**config.mk**
```make
export PLATFORM = sky130hd
export DESIGN_NAME = kufe_cfg
export DESIGN_NICKNAME = d
export VERILOG_FILES = /design/src/design/kruskal_union_find_edge_filter_unit_defines.svh /design/src/design/kufe_pkg.sv /design/src/design/kufe_cfg.sv
export SDC_FILE = /design/constraint.sdc
export NUM_CORES = 1
export LEC_CHECK = 0
export BUFFER_PORTS_ARGS = -buffer_cell sky130_fd_sc_hd__buf_2
export CORE_MARGIN = 2
export CORE_UTILIZATION = 31
export CTS_CLUSTER_DIAMETER = 150
export CTS_CLUSTER_SIZE = 40
export DETAILED_ROUTE_END_ITERATION = 7
export HOLD_SLACK_MARGIN = 0.02
export PLACE_DENSITY = 0.78
export SYNTH_ARGS = -nofsm -noshare
export SYNTH_HDL_FRONTEND = slang
export SYNTH_SLANG_ARGS = --single-unit
```
**constraint.sdc**
```tcl
create_clock -name i_clk -period 1.1 [get_ports i_clk]
set_clock_uncertainty 0.1 [all_clocks]
set_input_delay 0.22 -clock i_clk [delete_from_list [all_inputs] [get_ports i_clk]]
set_output_delay 0.22 -clock i_clk [all_outputs]
set_load 0.03 [all_outputs]
```
**src/design/kruskal_union_find_edge_filter_unit_defines.svh**
```systemverilog
// Assertion macros shared by the edge filter RTL.
// No dependencies; included by files that carry concurrent checks.
`ifndef KRUSKAL_UNION_FIND_EDGE_FILTER_UNIT_DEFINES_SVH
`define KRUSKAL_UNION_FIND_EDGE_FILTER_UNIT_DEFINES_SVH
`ifndef SYNTHESIS
// invariant that must hold at every edge out of reset
`define KUFE_ASSERT_ALWAYS(lbl, expr) \
    lbl: assert property (@(posedge i_clk) disable iff (!i_rst_n) (expr)) \
        else $error("kufe: invariant violated");
// same-cycle implication
`define KUFE_ASSERT_IMPLY(lbl, ante, cons) \
    lbl: assert property (@(posedge i_clk) disable iff (!i_rst_n) (ante) |-> (cons)) \
        else $error("kufe: implication violated");
`else
`define KUFE_ASSERT_ALWAYS(lbl, expr)
`define KUFE_ASSERT_IMPLY(lbl, ante, cons)
`endif
`endif

```
**src/design/kufe_pkg.sv**
```systemverilog
// Package for the Kruskal union-find edge filter: field widths, codes,
// register map and request/result payload types. No dependencies.
`default_nettype none

package kufe_pkg;

    // field widths
    localparam int NODE_W       = 10;
    localparam int WEIGHT_W     = 20;
    localparam int TOTAL_W      = 30;
    localparam int COUNT_W      = 10;
    localparam int NODE_COUNT_W = 11;

    // configuration port
    localparam int APB_DATA_W = 32;
    localparam int APB_ADDR_W = 3;
    localparam int REG_IDX_W  = APB_ADDR_W - 2;
    localparam logic [REG_IDX_W-1:0] REG_NODE_COUNT = 1'b0;

    localparam logic [NODE_COUNT_W-1:0] NODE_COUNT_RESET = 11'd1024;
    localparam int MIN_NODES         = 2;
    localparam int MAX_NODES_DEFAULT = 1024;

    // operation codes
    localparam logic OP_CLEAR = 1'b0;
    localparam logic OP_EDGE  = 1'b1;

    typedef struct packed {
        logic                operation;
        logic [NODE_W-1:0]   src_node;
        logic [NODE_W-1:0]   dst_node;
        logic [WEIGHT_W-1:0] edge_weight;
    } t_in;

    typedef struct packed {
        logic               joined;
        logic [TOTAL_W-1:0] total_weight;
        logic [COUNT_W-1:0] tree_edges;
        logic               tree_complete;
    } t_out;

endpackage

`default_nettype wire

```
**src/design/kufe_cfg.sv**
```systemverilog
// APB-style register block holding node_count and its clamped value.
// Depends on kufe_pkg.
`default_nettype none

module kufe_cfg #(
    parameter int MAX_NODES = kufe_pkg::MAX_NODES_DEFAULT,
    parameter int NCW       = kufe_pkg::NODE_COUNT_W
) (
    input  wire logic                            i_clk,
    input  wire logic                            i_rst_n,
    input  wire logic                            psel,
    input  wire logic                            penable,
    input  wire logic                            pwrite,
    input  wire logic [kufe_pkg::APB_ADDR_W-1:0] paddr,
    input  wire logic [kufe_pkg::APB_DATA_W-1:0] pwdata,
    output logic      [kufe_pkg::APB_DATA_W-1:0] prdata,
    output logic      [NCW-1:0]                  o_eff_nodes
);

    logic [kufe_pkg::NODE_COUNT_W-1:0] r_node_count;
    logic [kufe_pkg::REG_IDX_W-1:0]    reg_idx;
    logic [NCW-1:0]                    nc_ext;

    assign reg_idx = paddr[kufe_pkg::APB_ADDR_W-1:2];

    // register write on the access phase
    always_ff @(posedge i_clk) begin
        if (!i_rst_n) begin
            r_node_count <= kufe_pkg::NODE_COUNT_RESET;
        end else if (psel && penable && pwrite && (reg_idx == kufe_pkg::REG_NODE_COUNT)) begin
            r_node_count <= pwdata[kufe_pkg::NODE_COUNT_W-1:0];
        end
    end

    // readback
    always_comb begin
        prdata = '0;
        if (reg_idx == kufe_pkg::REG_NODE_COUNT) begin
            prdata = kufe_pkg::APB_DATA_W'(r_node_count);
        end
    end

    // clamp to the supported vertex range
    assign nc_ext = NCW'(r_node_count);
    always_comb begin
        o_eff_nodes = nc_ext;
        if (nc_ext < NCW'(kufe_pkg::MIN_NODES)) begin
            o_eff_nodes = NCW'(kufe_pkg::MIN_NODES);
        end else if (nc_ext > NCW'(MAX_NODES)) begin
            o_eff_nodes = NCW'(MAX_NODES);
        end
    end

endmodule

`default_nettype wire

```
==> results of run 1 <==
## cells in the mapped netlist (all sizes together)
cell / number / area, µm²
nor2: 2 / 7.51
o211ai: 1 / 7.51
dfxtp: 11 / 220
a21oi: 1 / 5.00
and2b: 1 / 8.76
nand2: 22 / 82.6
conb: 1 / 3.75
inv: 1 / 3.75
nor2b: 17 / 106
buf: 22 / 169
nor4: 2 / 25.0
a21boi: 10 / 105
nand4b: 1 / 15.0
o211a: 1 / 10.0
and4b: 1 / 11.3
clkbuf: 4 / 15.0
## routing by layer
metal	global-route usage (%)	vias up
met5	0	-
met4	5.00	0
met3	3.55	0
met2	28.6	41
met1	17.9	368
li1	-	381
## power by group
group          switching (mW)  internal [mW]
Sequential             0.0117          0.403
Combinational           0.194          0.109
Clock                   0.144          0.141
## worst min-delay path by stage
stage,start,end,slack (ns),depth (start not counted)
after floorplan,pwdata[3],nc_ext[3],0.26,2
after global placement,pwdata[10],nc_ext[10],0.35,3
after detailed placement,pwdata[10],nc_ext[10],0.35,3
after CTS,pwdata[10],nc_ext[10],0.07,3
after global routing,pwdata[1],nc_ext[1],0.07,3
final,pwdata[10],nc_ext[10],0.07,3
## worst max-delay path, stage by stage (launching register included)
cell and delay (ns):
dfxtp_2 0.34, nor4_4 0.29, nand2_1 0.11, o211a_4 0.24, buf_6 0.13
## logic make-up (layout without fill, tap and decap cells)
kind of cell / Yosys count / after routing / synth area share (%)
simple gates: 46 / 46 / 32.2
flops: 11 / 11 / 27.7
compound gates: 13 / 13 / 16.0
buf+inv: 27 / 62 / 23.6
other cells: 1 / 21 / 0.471
## stage by stage
step | util [%] | power [mW] | setup slack (ns) | cell area, µm²
2_1_floorplan | - | 0.666 | -0.176 | 935
3_3_place_gp | 44.0 | 0.674 | -0.338 | 1080
3_5_place_dp | 44.0 | 0.677 | -0.371 | 1080
4_1_cts | 57.4 | 1.00 | -0.605 | 1410
5_1_grt | 59.0 | 1.06 | -0.701 | 1450
6_report | 59.0 | 1.00 | -0.605 | 1450
## placed cells by master (no fill, tap or decap), types with 2 or more instances in the layout
cell type / netlist / layout
buf_6: 1 / 30
conb_1: 1 / 21
nor2b_4: 0 / 16
a21boi_0: 2 / 2
a21boi_2: 8 / 8
buf_2: 0 / 16
nand2_1: 22 / 22
dfxtp_2: 0 / 8
nor4_4: 0 / 2
clkbuf_4: 0 / 3
buf_4: 21 / 10
dfxtp_4: 0 / 3
nor2_4: 0 / 2
## layout make-up
type	instances	area [µm²]
well taps	30	37.5
fillers	220	1010
multi-input cells	80	623
flip-flops and latches	11	241
inverters	1	6.26
clock buffers	4	26.3
repair buffers	57	513
## repair_timing
action,CTS,global route
hold buffers,0,0
resized for setup,81,6
pin swaps,2,0
setup buffers,3,2
endpoints found under the setup margin,22,22
endpoints found under the hold margin,0,0
==> key figures, run 1 <==
Cells and area
  – Number of antenna diodes: 0
  – Nets@finish: just under 200
  – Max reg flops: 11
  – Area grow syn2layout: 81.9%
  – Share of cells above drive strength 1: 68.0%
  – Layout Cells excl Fill: ~180

Clocking
  – CTS max path bufs: 2
  – H-tree Lvls: 1
  – Clk sinks: 11
  – CTS tree: built
  – Clk pin slew, worst setup/hold paths: around 0.080 ns
  – Total CTS buffers: 3
  – Worst-skew pair later-pin latency: 0.27 ns
  – CTS root buffer: clkbuf_4

Drt
  – Highest metal used: met3
  – Drt first pass iters: 4
  – DRC: 0
  – ANT nets after route: 0
  – Initial DRC count: 6
  – Routed length per placed instance: 12.0 µm
  – Average via count per standard cell: ~4.3
  – Met3 wire len: 161 µm
  – Via count: between 700 and 800
  – WL met2: 1.20 mm
  – M1 wire length: 832 µm
  – Overall routed net length: 2.20 mm

Die
  – # IOs: between 80 and 90
  – Die W: 54.7 µm
  – Initial core utilization: ~32%
  – DIE AREA: 0.00299 mm²
  – Core ar.: between 0.002 and 0.0025 mm²
  – FP Rows: 18
  – Die Span Y: 54.7 µm

STA
  – Fmax: 0.587 GHz
  – Max Slew Vio Count: 0
  – Hold Fails Final Rpt: 0
  – Unrepaired setup endpoints after global routing: true
  – Hold_ws: a little under 0.07 ns
  – Post-route worst setup slack: -0.605 ns
  – Tmin final: between 1.5 and 2 ns
  – Crit share post-route: 155%
  – Setup violations, final: 22
  – Setup TNS: -5.97 ns

Setup path
  – CP startpoint: nc_ext[6]
  – Reg-to-Reg Start: nc_ext[6]
  – R2r endpoint: nc_ext[6]
  – Crit end category: output port
  – WS Path Type: register to output port
  – CP required: around 0.78 ns
  – Data arrival, critical path: around 1.4 ns
  – Critical Path Start Type: register
  – CP Max Fanout: 2
  – R2R setup slack: about 0.08 ns
  – FF-to-FF path depth: 5
  – Crit path to: o_eff_nodes[0]

Placement
  – Dpl hpwl: 1.48 mm
  – RD Place Congestion: approximately 0.75
  – Number of instances in the placed design: roughly 170
  – IO Port Bufs: 38

Global route
  – First-pass GRT wire length: between 3 and 4 mm
  – Pin count of the biggest net entering global routing: 12
  – Initial antenna violation count: 0
  – Total track usage: 15.7%
  – Vias in the first global route: 700
  – Gr ovfl total: 0

Outcome
  – Violated checks: setup timing
  – Outcome: finished, violations left

Yosys
  – Ys Warns: 0
  – Syn Std Cell Area: 796 µm²
  – Unique masters post-synth: 18
  – Synth Instances: slightly below 100
  – Sequential fraction of the synthesis area: between 20% and 30%
  – Mean Syn Cell Area: just over 8 µm²
  – Yosys reg bits: 11

Min path
  – Min-Delay Path Class: primary input to register

Pwr
  – Static leakage: about 0.63 nW
  – Worst vdd ir: about 460 µV
  – Power Dens Cells: a little under 700 mW/mm²

Job
  – Max cap viols: 0
Power figures use the tool's default switching activity.
==> run 2: changes to the inputs <==
--- a/config.mk
+++ b/config.mk
@@ -5,14 +5,14 @@
 export SDC_FILE = /design/constraint.sdc
 export NUM_CORES = 1
 export LEC_CHECK = 0
-export BUFFER_PORTS_ARGS = -buffer_cell sky130_fd_sc_hd__buf_2
-export CORE_MARGIN = 2
-export CORE_UTILIZATION = 31
+export CORE_MARGIN = 5
+export CORE_UTILIZATION = 35
 export CTS_CLUSTER_DIAMETER = 150
 export CTS_CLUSTER_SIZE = 40
 export DETAILED_ROUTE_END_ITERATION = 7
+export DONT_BUFFER_PORTS = 1
 export HOLD_SLACK_MARGIN = 0.02
-export PLACE_DENSITY = 0.78
+export PLACE_DENSITY = 0.54
 export SYNTH_ARGS = -nofsm -noshare
 export SYNTH_HDL_FRONTEND = slang
 export SYNTH_SLANG_ARGS = --single-unit
==> run 2 against run 1 <==
  * The run still ends with setup timing left
  * Sequential power hardly changed
  * Sequential share of layout area grew 0.47 points
  * Core utilization up 5.3 points
  * Clock power shrank 1%
  * Maximum frequency increased by 4.6%
  * First-iteration DRC count fell by 33%
  * Final cell count down 7.1%
  * Count of clock-buffer cells in the layout down 1
  * Critical path type unchanged
  * Critical endpoint unchanged
  * Largest cell class unchanged
==> key figures, run 2 (synthesized netlist as in run 1, its figures left out) <==
Setup path
  – FF-to-FF path depth: 5
  – Crit end category: output port
  – CP startpoint: nc_ext[3]
  – Data arrival, critical path: 1.31 ns
  – CP Max Fanout: 2
  – Critical Path Start Type: register
  – CP max stage delay: around 0.34 ns
  – CP required: between 0.7 and 0.8 ns
  – Slowest cell on crit path: dfxtp_2
  – R2R setup slack: 0.09 ns
  – Crit path to: o_eff_nodes[0]
  – WS Path Type: register to output port
  – Worst-path cell chain: nor4_4 > nand2_1 > o211a_4
  – Reg-to-Reg Start: nc_ext[3]
  – R2r endpoint: nc_ext[3]

Cells and area
  – Nets@finish: ~180
  – Share of cells above drive strength 1: roughly 58%
  – Number of antenna diodes: 0
  – Max reg flops: 11
  – Area grow syn2layout: 76.9%
  – Area occupied by multi-input gates: between 600 and 700 µm²
  – Sequential cell area: 241 µm²
  – Fillers: approximately 170
  – Commonest cells after routing, fill and taps aside: buf_6, nand2_1, conb_1
  – Commonest non-fill, non-tap cell in the layout: buf_6

Die
  – Die W: 57.7 µm
  – FP Rows: 17
  – Initial core utilization: between 30% and 40%
  – Core ar.: about 0.0022 mm²
  – Die Span Y: between 50 and 60 µm
  – DIE AREA: ~0.0033 mm²
  – # IOs: 83

Clocking
  – CTS max path bufs: 2
  – Total CTS buffers: 3
  – Worst-skew pair later-pin latency: between 0.2 and 0.3 ns
  – Clk pin slew, worst setup/hold paths: around 0.080 ns
  – H-tree Lvls: 1
  – Clk sinks: 11
  – CTS root buffer: clkbuf_4
  – CTS tree: built

Global route
  – Initial antenna violation count: 0
  – Total track usage: approximately an eighth
  – Pin count of the biggest net entering global routing: 14
  – Vias in the first global route: 677
  – Gr ovfl total: 0
  – First-pass GRT wire length: a little over 3 mm

Placement
  – Placement Setup Slack: -0.263 ns
  – RD Place Congestion: approximately 0.7
  – Dpl hpwl: 1.51 mm
  – IO Port Bufs: 0

STA
  – Fmax: roughly 0.6 GHz
  – Hold Fails Final Rpt: 0
  – Max Slew Vio Count: 0
  – Crit share post-route: 148%
  – Setup violations, final: 22
  – Unrepaired setup endpoints after global routing: true
  – Post-route worst setup slack: -0.529 ns
  – Tmin final: around 1.6 ns
  – Hold_ws: around 0.30 ns

Drt
  – Overall routed net length: around 2.2 mm
  – Routed length per placed instance: 13.1 µm
  – Drt first pass iters: 3
  – Average via count per standard cell: 4.28
  – Initial DRC count: 4
  – Via count: roughly 730
  – DRC: 0
  – ANT nets after route: 0

Pwr
  – Static leakage: 0.584 nW
  – Power Total: around 0.97 mW
  – Power Dens Cells: a little under 700 mW/mm²
  – Worst vdd ir: roughly 460 µV

Outcome
  – Violated checks: setup timing
  – Outcome: finished, violations left

Min path
  – Min-Delay Path Class: primary input to register

Job
  – Max cap viols: 0
==> run 2: worst min-delay path by stage <==
stage,startpoint,end,slack [ns],cells after the start
floorplan,pwdata[3],nc_ext[3],0.26,2
global placement,i_rst_n,nc_ext[10],0.21,1
detailed placement,i_rst_n,nc_ext[10],0.23,1
CTS,penable,nc_ext[4],0.29,3
global route,penable,nc_ext[4],0.32,3
finish,penable,nc_ext[4],0.30,3
==> run 2: worst max-delay path: cells and delay by family (launching register included) <==
family,cells,cell delay (ns)
AO/OA/AOI/OAI,1,0.28
AND/OR/NAND/NOR,2,0.41
flip-flops,1,0.34
==> run 2: cell type report <==
| class | count | share of cell area [%] |
|---|---|---|
| timing repair buffer | 46 | 34.3 |
| inverter | 1 | 0.444 |
| tap | 28 | 2.49 |
| sequential | 11 | 17.2 |
| multi-input combinational | 80 | 43.6 |
| clock inverter | 1 | 0.356 |
| clock buffer | 3 | 1.60 |
==> run 2: report_power, final <==
| group | switching [mW] | total (mW) | internal, mW |
|---|---|---|---|
| logic | 0.173 | 0.276 | 0.103 |
| clock network | 0.145 | 0.280 | 0.135 |
| registers | 0.0102 | 0.413 | 0.403 |
| total | 0.329 | 0.969 | 0.640 |
==> run 2: what timing repair did <==
item,4_1_cts,5_1_grt
buffers inserted,2,6
hold buffers,12,0
resized for setup,43,18
endpoints found under the hold margin,11,0
pin swaps,1,1
endpoints found under the setup margin,22,32
==> run 2: metal layers <==
metal | vias up | routed length (µm) | global-route usage, %
met5 | - | 0 | 0
met4 | 0 | 0 | 3.97
met3 | 0 | 188 | 2.23
met2 | 36 | 1200 | 22.1
met1 | 329 | 845 | 13.9
li1 | 363 | - | -
==> run 2: through the flow <==
stage	instance area, µm²	utilization (%)	instances	TNS [ns]
after CTS	1300	59.2	165	-5.29
after global placement	985	44.9	147	-0.451
after floorplan	935	-	118	-1.37
after global routing	1410	64.2	170	-6.32
final	1410	64.2	170	-5.42
after detailed placement	985	44.9	147	-0.502
